[config.mk]
export PLATFORM = sky130hd
export DESIGN_NAME = uart_fractional_baud_search_core_flat
export DESIGN_NICKNAME = d
export VERILOG_FILES = /design/src/hdl/ufbs_pkg.sv /design/src/hdl/ufbs_if.sv /design/src/hdl/ufbs_xcmp.sv /design/src/hdl/uart_fractional_baud_search_core.sv /design/src/flat_wrapper.sv
export SDC_FILE = /design/constraint.sdc
export NUM_CORES = 2
export LEC_CHECK = 0
export BUFFER_PORTS_ARGS = -buffer_cell sky130_fd_sc_hd__buf_2
export CORE_ASPECT_RATIO = 0.9
export CORE_UTILIZATION = 40
export DETAILED_ROUTE_END_ITERATION = 10
export GPL_TIMING_DRIVEN = 0
export HOLD_SLACK_MARGIN = 0.02
export PLACE_DENSITY = 0.59
export SLEW_MARGIN = 25
export SYNTH_ARGS = -nofsm -noshare
export SYNTH_HDL_FRONTEND = slang
export SYNTH_SLANG_ARGS = --single-unit
[constraint.sdc]
create_clock -name clk_i -period 9.65 [get_ports clk_i]
set_input_delay 1.93 -clock clk_i [delete_from_list [all_inputs] [get_ports clk_i]]
set_output_delay 1.93 -clock clk_i [all_outputs]
set_load 0.01 [all_outputs]
[src/hdl/ufbs_pkg.sv]
`timescale 1ns / 1ps

package ufbs_pkg;

  // field widths
  localparam int unsigned CLK_W  = 28;
  localparam int unsigned BAUD_W = 24;
  localparam int unsigned DL_W   = 16;
  localparam int unsigned DA_W   = 4;
  localparam int unsigned MUL_W  = 4;

  localparam int unsigned MUL_MAX = 15;
  localparam logic [CLK_W-1:0] CLK_RESET = CLK_W'(60000000);

  // search arithmetic widths
  localparam int unsigned SUM_W  = $clog2(2 * MUL_MAX);         // mul + div_add
  localparam int unsigned D1_W   = DL_W + 4;                    // 16 * divisor
  localparam int unsigned D_W    = D1_W + SUM_W;                // 16 * dl * (mul + dadd)
  localparam int unsigned A1_W   = BAUD_W + D1_W;
  localparam int unsigned A_W    = BAUD_W + D_W;
  localparam int unsigned B_W    = CLK_W + MUL_W;
  localparam int unsigned N_W    = (A_W > B_W) ? A_W : B_W;
  localparam int unsigned SQ_W   = 2 * BAUD_W;
  localparam int unsigned ACC_W  = N_W + D_W + 2;
  localparam int unsigned N1K_W  = N_W + 10;
  localparam int unsigned CNT_W  = $clog2(D_W);
  localparam int unsigned DCNT_W = $clog2(CLK_W);

  typedef enum logic [2:0] {
    ST_IDLE,
    ST_DIV,
    ST_PLAN,
    ST_DLINIT,
    ST_CAND,
    ST_CMP,
    ST_DONE
  } st_e;

  typedef struct packed {
    logic start;
  } cmp_ctrl_t;

  typedef struct packed {
    logic done;
    logic less;
  } cmp_stat_t;

endpackage

[src/hdl/ufbs_if.sv]
`timescale 1ns / 1ps

interface ufbs_in_if ();
  import ufbs_pkg::*;
  logic              valid;
  logic              ready;
  logic [BAUD_W-1:0] baud_rate;
  modport source (output valid, output baud_rate, input ready);
  modport sink (input valid, input baud_rate, output ready);
endinterface

interface ufbs_out_if ();
  import ufbs_pkg::*;
  logic             valid;
  logic             ready;
  logic [DL_W-1:0]  divisor_latch;
  logic [DA_W-1:0]  div_add;
  logic [MUL_W-1:0] multiplier;
  modport source (output valid, output divisor_latch, output div_add, output multiplier,
                  input ready);
  modport sink (input valid, input divisor_latch, input div_add, input multiplier,
                output ready);
endinterface

interface ufbs_cfg_if ();
  import ufbs_pkg::*;
  logic             valid;
  logic             ready;
  logic [CLK_W-1:0] clock_hz;
  modport source (output valid, output clock_hz, input ready);
  modport sink (input valid, input clock_hz, output ready);
endinterface

[src/hdl/ufbs_xcmp.sv]
`timescale 1ns / 1ps

// Serial exact compare: less = (lhs_a * lhs_b) < (rhs_a * rhs_b).
// MSB-first over the B operands, one signed add/sub step per cycle.
// Operands must hold from start until done.
module ufbs_xcmp (
  input  logic                     clk_i,
  input  logic                     rst_ni,
  input  ufbs_pkg::cmp_ctrl_t      ctrl_i,
  input  logic [ufbs_pkg::N_W-1:0] lhs_a_i,
  input  logic [ufbs_pkg::D_W-1:0] lhs_b_i,
  input  logic [ufbs_pkg::N_W-1:0] rhs_a_i,
  input  logic [ufbs_pkg::D_W-1:0] rhs_b_i,
  output ufbs_pkg::cmp_stat_t      stat_o
);
  import ufbs_pkg::*;

  logic                    busy_q;
  logic                    done_q;
  logic [CNT_W-1:0]        cnt_q;
  logic signed [ACC_W-1:0] acc_q;
  logic signed [ACC_W-1:0] acc_d;
  logic signed [ACC_W-1:0] add_t;
  logic signed [ACC_W-1:0] sub_t;

  always_comb begin
    add_t = lhs_b_i[cnt_q] ? ACC_W'(lhs_a_i) : '0;
    sub_t = rhs_b_i[cnt_q] ? ACC_W'(rhs_a_i) : '0;
    acc_d = (acc_q <<< 1) + add_t - sub_t;
  end

  always_ff @(posedge clk_i or negedge rst_ni) begin
    if (!rst_ni) begin
      busy_q <= 1'b0;
      done_q <= 1'b0;
      cnt_q  <= '0;
    end else if (ctrl_i.start) begin
      busy_q <= 1'b1;
      done_q <= 1'b0;
      cnt_q  <= CNT_W'(D_W - 1);
    end else if (busy_q) begin
      if (cnt_q == '0) begin
        busy_q <= 1'b0;
        done_q <= 1'b1;
      end else begin
        cnt_q <= cnt_q - CNT_W'(1);
      end
    end else begin
      done_q <= 1'b0;
    end
  end

  always_ff @(posedge clk_i) begin
    if (ctrl_i.start) begin
      acc_q <= '0;
    end else if (busy_q) begin
      acc_q <= acc_d;
    end
  end

  assign stat_o.done = done_q;
  assign stat_o.less = acc_q[ACC_W-1];

endmodule

[src/hdl/uart_fractional_baud_search_core.sv]
`timescale 1ns / 1ps

// Channel   Dir  Payload                                  Accept
// cfg_i     in   clock_hz[27:0]                           valid & ready (ready always high)
// in_i      in   baud_rate[23:0]                          valid & ready (ready only when idle)
// out_o     out  divisor_latch[15:0], div_add, multiplier valid & ready
//
// Steps per request: accept, 28 restoring-divide steps, plan; then for every divisor
// tried an init step and 120 fractional pairs (each pair forms N, then runs the serial
// cross-multiply compare unit), then the result register is loaded.
// Exact divisions and rates above clock/16 finish after the divide and plan; a zero
// rate skips the divide.
// Reset brings clock_hz to 60000000 and the block to idle with no result pending.
// A result waiting on out_o does not block the next request; the search stalls at its
// end only if the previous result is still not taken.
module uart_fractional_baud_search_core (
  input  logic    clk_i,
  input  logic    rst_ni,
  ufbs_cfg_if.sink   cfg_i,
  ufbs_in_if.sink    in_i,
  ufbs_out_if.source out_o
);
  import ufbs_pkg::*;

  st_e state_q, state_d;

  logic [CLK_W-1:0]  clock_q;
  logic [BAUD_W-1:0] baud_q;
  logic [SQ_W-1:0]   sq_q;
  logic [CLK_W-1:0]  rem_q;
  logic [CLK_W-1:0]  quo_q;
  logic [DCNT_W-1:0] dcnt_q;
  logic [DL_W-1:0]   q_q;
  logic [DL_W-1:0]   dlv_q;
  logic [MUL_W-1:0]  mv_q;
  logic [DA_W-1:0]   dav_q;
  logic [A1_W-1:0]   a1_q;
  logic [A_W-1:0]    am_q;
  logic [A_W-1:0]    a_q;
  logic [D1_W-1:0]   d1_q;
  logic [D_W-1:0]    dm_q;
  logic [D_W-1:0]    d_q;
  logic [B_W-1:0]    b_q;
  logic [N_W-1:0]    n_q;
  logic [N1K_W-1:0]  n1k_q;
  logic [N_W-1:0]    bestn_q;
  logic [D_W-1:0]    bestd_q;
  logic              hit_q;
  logic [DL_W-1:0]   dl_q;
  logic [DA_W-1:0]   da_q;
  logic [MUL_W-1:0]  mu_q;
  logic              ov_q;
  logic [DL_W-1:0]   odl_q;
  logic [DA_W-1:0]   oda_q;
  logic [MUL_W-1:0]  omu_q;

  cmp_ctrl_t cmp_ctrl;
  cmp_stat_t cmp_stat;

  logic [CLK_W-1:0]       den;
  logic [CLK_W:0]         rsh;
  logic                   dge;
  logic [CLK_W:0]         rdiff;
  logic [DL_W-1:0]        qsat;
  logic [DL_W-1:0]        dlv_start;
  logic [BAUD_W+DL_W-1:0] a1_prod;
  logic [A1_W-1:0]        a1_new;
  logic [N_W-1:0]         aw;
  logic [N_W-1:0]         bw;
  logic [N_W-1:0]         n_new;
  logic [N1K_W-1:0]       n1k_new;
  logic                   hit_c;
  logic                   better;
  logic                   hit_all;
  logic                   last_dav;
  logic                   last_mv;
  logic                   load_out;
  logic                   accept;

  // restoring divide of clock by 16*baud, one quotient bit per cycle
  always_comb begin
    den   = CLK_W'({baud_q, 4'b0000});
    rsh   = {rem_q, clock_q[dcnt_q]};
    dge   = rsh >= {1'b0, den};
    rdiff = rsh - {1'b0, den};
  end

  always_comb begin
    qsat      = (|quo_q[CLK_W-1:DL_W]) ? '1 : quo_q[DL_W-1:0];
    dlv_start = ((qsat >> 1) == '0) ? DL_W'(1) : (qsat >> 1);
    a1_prod   = baud_q * dlv_q;
    a1_new    = A1_W'({a1_prod, 4'b0000});
    aw        = N_W'(a_q);
    bw        = N_W'(b_q);
    n_new     = (aw > bw) ? (aw - bw) : (bw - aw);
    // N * 1000 = N*1024 - N*16 - N*8
    n1k_new   = (N1K_W'(n_q) << 10) - (N1K_W'(n_q) << 4) - (N1K_W'(n_q) << 3);
    hit_c     = n1k_q < N1K_W'(a_q);
    better    = cmp_stat.done & cmp_stat.less;
    hit_all   = hit_q | (better & hit_c);
    last_dav  = dav_q == (mv_q - MUL_W'(1));
    last_mv   = mv_q == MUL_W'(MUL_MAX);
  end

  // next state
  always_comb begin
    state_d = state_q;
    unique case (state_q)
      ST_IDLE: begin
        if (in_i.valid) begin
          state_d = (in_i.baud_rate == '0) ? ST_DONE : ST_DIV;
        end
      end
      ST_DIV: begin
        if (dcnt_q == '0) begin
          state_d = ST_PLAN;
        end
      end
      ST_PLAN: begin
        state_d = (rem_q == '0 || qsat == '0) ? ST_DONE : ST_DLINIT;
      end
      ST_DLINIT: state_d = ST_CAND;
      ST_CAND:   state_d = ST_CMP;
      ST_CMP: begin
        if (cmp_stat.done) begin
          if (!last_dav || !last_mv) begin
            state_d = ST_CAND;
          end else if (hit_all || dlv_q == q_q) begin
            state_d = ST_DONE;
          end else begin
            state_d = ST_DLINIT;
          end
        end
      end
      ST_DONE: begin
        if (load_out) begin
          state_d = ST_IDLE;
        end
      end
      default: state_d = ST_IDLE;
    endcase
  end

  // outputs of the sequencer
  always_comb begin
    in_i.ready     = state_q == ST_IDLE;
    cmp_ctrl.start = state_q == ST_CAND;
    load_out       = (state_q == ST_DONE) && (!ov_q || out_o.ready);
  end

  assign accept      = in_i.valid && in_i.ready;
  assign cfg_i.ready = 1'b1;

  always_ff @(posedge clk_i or negedge rst_ni) begin
    if (!rst_ni) begin
      state_q <= ST_IDLE;
      clock_q <= CLK_RESET;
      ov_q    <= 1'b0;
    end else begin
      state_q <= state_d;
      if (cfg_i.valid) begin
        clock_q <= cfg_i.clock_hz;
      end
      if (load_out) begin
        ov_q <= 1'b1;
      end else if (out_o.valid && out_o.ready) begin
        ov_q <= 1'b0;
      end
    end
  end

  always_ff @(posedge clk_i) begin
    case (state_q)
      ST_IDLE: begin
        if (accept) begin
          baud_q <= in_i.baud_rate;
          sq_q   <= in_i.baud_rate * in_i.baud_rate;
          rem_q  <= '0;
          quo_q  <= '0;
          dcnt_q <= DCNT_W'(CLK_W - 1);
          dl_q   <= '0;
          da_q   <= '0;
          mu_q   <= MUL_W'(1);
        end
      end
      ST_DIV: begin
        rem_q  <= dge ? rdiff[CLK_W-1:0] : rsh[CLK_W-1:0];
        quo_q  <= {quo_q[CLK_W-2:0], dge};
        dcnt_q <= dcnt_q - DCNT_W'(1);
      end
      ST_PLAN: begin
        q_q     <= qsat;
        dl_q    <= qsat;
        dlv_q   <= dlv_start;
        // error to beat starts at baud squared: N/D < baud^2*D/D
        bestn_q <= N_W'(sq_q);
        bestd_q <= D_W'(1);
        hit_q   <= 1'b0;
      end
      ST_DLINIT: begin
        a1_q  <= a1_new;
        am_q  <= A_W'(a1_new);
        a_q   <= A_W'(a1_new);
        d1_q  <= D1_W'({dlv_q, 4'b0000});
        dm_q  <= D_W'({dlv_q, 4'b0000});
        d_q   <= D_W'({dlv_q, 4'b0000});
        b_q   <= B_W'(clock_q);
        mv_q  <= MUL_W'(1);
        dav_q <= '0;
      end
      ST_CAND: begin
        n_q <= n_new;
      end
      ST_CMP: begin
        n1k_q <= n1k_new;
        if (cmp_stat.done) begin
          hit_q <= hit_all;
          if (better) begin
            bestn_q <= n_q;
            bestd_q <= d_q;
            dl_q    <= dlv_q;
            da_q    <= dav_q;
            mu_q    <= mv_q;
          end
          if (!last_dav) begin
            dav_q <= dav_q + DA_W'(1);
            a_q   <= a_q + A_W'(a1_q);
            d_q   <= d_q + D_W'(d1_q);
          end else if (!last_mv) begin
            mv_q  <= mv_q + MUL_W'(1);
            dav_q <= '0;
            am_q  <= am_q + A_W'(a1_q);
            a_q   <= am_q + A_W'(a1_q);
            dm_q  <= dm_q + D_W'(d1_q);
            d_q   <= dm_q + D_W'(d1_q);
            b_q   <= b_q + B_W'(clock_q);
          end else if (!(hit_all || dlv_q == q_q)) begin
            dlv_q <= dlv_q + DL_W'(1);
          end
        end
      end
      ST_DONE: begin
        if (load_out) begin
          odl_q <= dl_q;
          oda_q <= da_q;
          omu_q <= mu_q;
        end
      end
      default: begin
      end
    endcase
  end

  ufbs_xcmp u_xcmp (
    .clk_i   (clk_i),
    .rst_ni  (rst_ni),
    .ctrl_i  (cmp_ctrl),
    .lhs_a_i (n_q),
    .lhs_b_i (bestd_q),
    .rhs_a_i (bestn_q),
    .rhs_b_i (d_q),
    .stat_o  (cmp_stat)
  );

  assign out_o.valid         = ov_q;
  assign out_o.divisor_latch = odl_q;
  assign out_o.div_add       = oda_q;
  assign out_o.multiplier    = omu_q;

endmodule

[src/flat_wrapper.sv]
// flat-port wrapper written by rule: the top's interface ports become plain ports
module uart_fractional_baud_search_core_flat import ufbs_pkg::*;
  (clk_i, rst_ni, cfg_i_valid, cfg_i_clock_hz, cfg_i_ready, in_i_valid, in_i_baud_rate, in_i_ready, out_o_valid, out_o_divisor_latch, out_o_div_add, out_o_multiplier, out_o_ready);
  ufbs_cfg_if cfg_i_i ();
  ufbs_in_if in_i_i ();
  ufbs_out_if out_o_i ();
  input  logic clk_i;
  input  logic rst_ni;
  input wire logic [$bits(cfg_i_i.valid)-1:0] cfg_i_valid;
  input wire logic [$bits(cfg_i_i.clock_hz)-1:0] cfg_i_clock_hz;
  output wire logic [$bits(cfg_i_i.ready)-1:0] cfg_i_ready;
  input wire logic [$bits(in_i_i.valid)-1:0] in_i_valid;
  input wire logic [$bits(in_i_i.baud_rate)-1:0] in_i_baud_rate;
  output wire logic [$bits(in_i_i.ready)-1:0] in_i_ready;
  output wire logic [$bits(out_o_i.valid)-1:0] out_o_valid;
  output wire logic [$bits(out_o_i.divisor_latch)-1:0] out_o_divisor_latch;
  output wire logic [$bits(out_o_i.div_add)-1:0] out_o_div_add;
  output wire logic [$bits(out_o_i.multiplier)-1:0] out_o_multiplier;
  input wire logic [$bits(out_o_i.ready)-1:0] out_o_ready;
  assign cfg_i_i.valid = cfg_i_valid;
  assign cfg_i_i.clock_hz = cfg_i_clock_hz;
  assign cfg_i_ready = cfg_i_i.ready;
  assign in_i_i.valid = in_i_valid;
  assign in_i_i.baud_rate = in_i_baud_rate;
  assign in_i_ready = in_i_i.ready;
  assign out_o_valid = out_o_i.valid;
  assign out_o_divisor_latch = out_o_i.divisor_latch;
  assign out_o_div_add = out_o_i.div_add;
  assign out_o_multiplier = out_o_i.multiplier;
  assign out_o_i.ready = out_o_ready;
  uart_fractional_baud_search_core u_core (.clk_i(clk_i), .rst_ni(rst_ni), .cfg_i(cfg_i_i), .in_i(in_i_i), .out_o(out_o_i));
endmodule
==> metrics.csv <==
stage,metric,value,unit
status,result of the run,"complete, no violations",
clock_tree,depth of the CTS H-tree,3,
worst_setup_path,worst setup path startpoint,in_i_baud_rate[2],
yosys,Most used DFF post-synth,edfxtp_1,
routing,antenna-violating nets left,0,
worst_setup_path,WP data required,10.05,ns
hold_path,start point of the worst min-delay path,u_core.mu_q[1],
power_and_ir_drop,Max VDD drop,655,µV
floorplan,cell row count,157,
routing,first-pass detailed-route iteration total,6,
floorplan,num ports,84,
worst_setup_path,Crit-path slowest cell,fa_1,
yosys,number of enable flip-flop cells after synthesis,627,
timing,setup repair after global routing missed its margin,true,
yosys,dominant cell by count in the synthesized netlist,inv_1,
place,pre-CTS setup slack,-1.01,ns
worst_setup_path,arrival time of the worst setup path,9.88,ns
routing,total routed wirelength,276000,µm
yosys,"Cell Area, Synth",0.0820,mm²
finish,fraction of final layout cells sized beyond drive strength 1,5.06,%
floorplan,Die Area,0.207,mm²
global_route,number of antenna violations at the first check in global routing,16,
clock_tree,worst-skew pair later-pin latency,0.75,ns
routing,average wire per standard cell,23.2,µm
worst_setup_path,Reg2Reg Launch Point,u_core.dlv_q[11],
clock_tree,number of buffers added by the clock tree synthesis step,87,
yosys,async set-or-reset flop fraction in the synthesized netlist,5.26,%
worst_setup_path,largest fanout of any net on the critical path,17,
global_route,global router's overall resource usage,26.5,%
worst_setup_path,cell repeated most along the worst path,fa_1,
clock_tree,clock transition at the registers of the reported paths,0.06,ns
clock_tree,CTS tree,built,
yosys,Yosys Warn Count,0,
timing,final hold violations,0,
timing,worst setup slack after layout,0.173,ns
worst_setup_path,delay of the slowest critical-path stage,0.59,ns
floorplan,Horiz. Die Dim,479,µm
place,# port buffers,81,
routing,detailed-route via count,66100,
place,detailed placer's ending HPWL,224000,µm
finish,filler instances,20100,
worst_setup_path,sum of buffers and inverters on the critical path,6,
clock_tree,count of clock tree sinks,742,
floorplan,Die Y,432,µm
place,final weighted congestion in routability-driven placement,0.983,
routing,DRT iter0 DRCs,6462,
timing,FMAX,106,MHz
clock_tree,root buf cell,clkbuf_16,
power_and_ir_drop,power density over the cells,237,mW/mm²
timing,Slew headroom,23.6,%
yosys,area share of the leading cell type in the synthesized netlist,23.0,%
yosys,number of instances in the synthesized netlist,8913,
floorplan,area of the core region,0.204,mm²
finish,total number of nets in the final design,10700,
worst_setup_path,CP Capture Type,flip-flop,
yosys,commonest cells in the synthesized netlist,"1420 x inv_1, 998 x nand2_1, 827 x fa_1, 704 x ha_1, 627 x edfxtp_1",
timing,Layout Skew,0.0920,ns
timing,minimum clock period,9.48,ns
global_route,wire length of the first global-routing pass,413000,µm
timing,worst-margin pin slew,1.15,ns
clock_tree,maximum clock path buffer count,3,
routing,drt drc,0,
yosys,number of synthesized register bits,742,
timing,Final setup violation count,0,
yosys,largest cells by area after synthesis,"edfxtp_1 23%, fa_1 20%, ha_1 11%",
flow_run,max capacitance violation total,0,
power_and_ir_drop,leakage dissipation,40.1,nW
finish,Area Overhead vs Synth,8.99,%
yosys,number of distinct library cell variants in the gate-level netlist after synthesis,89,
worst_setup_path,sort of element at the start of the critical path,primary input,
floorplan,starting utilization of the core area,40.3,%
timing,period utilisation layout,98.2,%
global_route,GR Overflow Total,0,
global_route,pin count of the biggest net entering global routing,50,
worst_setup_path,category of the most critical setup path,in -> reg,
yosys,average cell area after synthesis,9.20,µm²
clock_tree,Post-CTS Hold Fix Bufs,0,
hold_path,worst min-delay path class,reg -> reg,
yosys,post-synthesis cell type with the largest combined area,edfxtp_1,
timing,total negative slack for setup checks,0,ns
global_route,vias in the first global route,65600,
clock_tree,Post-CTS Repair Setup Buffers,0,
routing,via count normalized by instance count,5.56,
timing,final count of pins violating max slew,0,
yosys,post-synthesis sequential area ratio,26.0,%
worst_setup_path,cell family with most CP delay,adder cells,
yosys,syn_nets,10500,
==> sequential cells by signal (all words and copies together) (netlist names), 5 cells and up <==
| name | count |
|---|---|
| u_core.dcnt_q | 5 |
| u_core.n_q | 49 |
| u_core.clock_q | 28 |
| u_core.d1_q | 16 |
| u_core.u_xcmp.cnt_q | 5 |
| u_core.b_q | 32 |
| u_core.baud_q | 23 |
| u_core.quo_q | 28 |
| u_core.d_q | 25 |
| u_core.q_q | 16 |
| u_core.sq_q | 47 |
| u_core.bestd_q | 25 |
| u_core.n1k_q | 56 |
| u_core.out_o.divisor_latch | 16 |
| u_core.bestn_q | 49 |
| u_core.u_xcmp.acc_q | 76 |
| u_core.dlv_q | 16 |
| u_core.dm_q | 21 |
| u_core.dl_q | 16 |
| u_core.a_q | 49 |
| u_core.rem_q | 28 |
| u_core.am_q | 45 |
| u_core.a1_q | 40 |
==> report_power, final <==
part	internal, mW	leakage [nW]	switching [mW]
sequential	4.13	6.40	0.0269
combinational	5.49	32.3	8.05
clock	1.94	1.42	1.55
total	11.6	40.1	9.63
==> path summary, 6_finish.rpt <==
check	to	slack (ns)	depth (start not counted)
max in group asynchronous	u_core.clock_q[16]	7.92	2
max reg2reg	u_core.a_q[38]	0.27	24
min in group asynchronous	u_core.u_xcmp.busy_q	1.10	1
min reg2reg	u_core.out_o.multiplier[1]	0.41	0
min	u_core.out_o.multiplier[1]	0.41	0
max	u_core.sq_q[47]	0.17	25
==> layout by cell type, fill, tap and decap left out, drive strengths merged, types with 36 or more instances in the layout <==
cell type / Yosys / routed
xnor2: 275 / 275
o21a: 61 / 61
and3: 89 / 89
nor4: 50 / 50
o21ai: 401 / 401
nand2: 998 / 998
nand3: 122 / 122
fa: 827 / 827
o21bai: 67 / 67
a211oi: 73 / 73
o211ai: 42 / 42
nand2b: 58 / 58
mux2: 43 / 43
nand4: 99 / 99
or2: 36 / 36
clkinv: 2 / 36
buf: 57 / 158
inv: 1420 / 1425
a21o: 246 / 246
nor3: 117 / 117
ha: 704 / 704
mux2i: 87 / 87
a21oi: 496 / 496
nor2b: 47 / 47
dfxtp: 76 / 76
edfxtp: 627 / 627
and2: 365 / 365
nor2: 499 / 499
clkbuf: 291 / 394
xor2: 133 / 133
a31oi: 75 / 75
==> layer usage <==
metal  part of all wire [%]  vias up  global-route usage, %
met1                     45    32800                   38.4
met2                     43     2570                   39.6
met5                  0.014        -                      0
met4                    3.4        6                   7.96
li1                       -    30300                      -
met3                    8.9      389                   5.24
==> area by class of cell <==
type / instances / area (µm²) / area share [%]
Timing Repair Buffer: 102 / 858 / 0.960
Clock buffer: 108 / 2300 / 2.57
Clock inverter: 56 / 679 / 0.760
Multi-Input combinational cell: 6401 / 54100 / 60.5
Sequential cell: 742 / 21300 / 23.9
Antenna cell: 5 / 12.5 / 0.0140
Buffer: 343 / 1410 / 1.57
Inverter: 1422 / 5340 / 5.97
Tap cell: 2703 / 3380 / 3.78
==> metrics by stage <==
step	util (%)	cell area [µm²]	hold slack (ns)	power [mW]	instances
2_1_floorplan	-	82000	0.400	14.2	8913
3_3_place_gp	42.2	85800	0.403	17.5	11700
3_5_place_dp	42.4	86400	0.405	17.6	11700
4_1_cts	43.9	89300	0.418	21.2	11900
5_1_grt	43.9	89400	0.424	23.2	11900
6_report	43.9	89400	0.413	21.2	11900
==> cells by family after synthesis <==
kind of cell | count (synthesis) | synth area share [%]
AOI/OAI and AO/OA | 1741 | 13.5
xor gates and xnor gates | 408 | 4.36
adders and majority gates | 1531 | 30.9
buffers and inverters | 1770 | 8.14
DFF | 742 | 26.0
muxes | 152 | 2.26
other | 1 | 0.00457
and+or+nand+nor | 2568 | 14.8
==> what timing repair did <==
action                     4_1_cts  5_1_grt
setup endpoints to repair        4        9
gates resized for setup          4       53
cloned                           0        0
No activity file was read; power rests on OpenSTA's default activity.
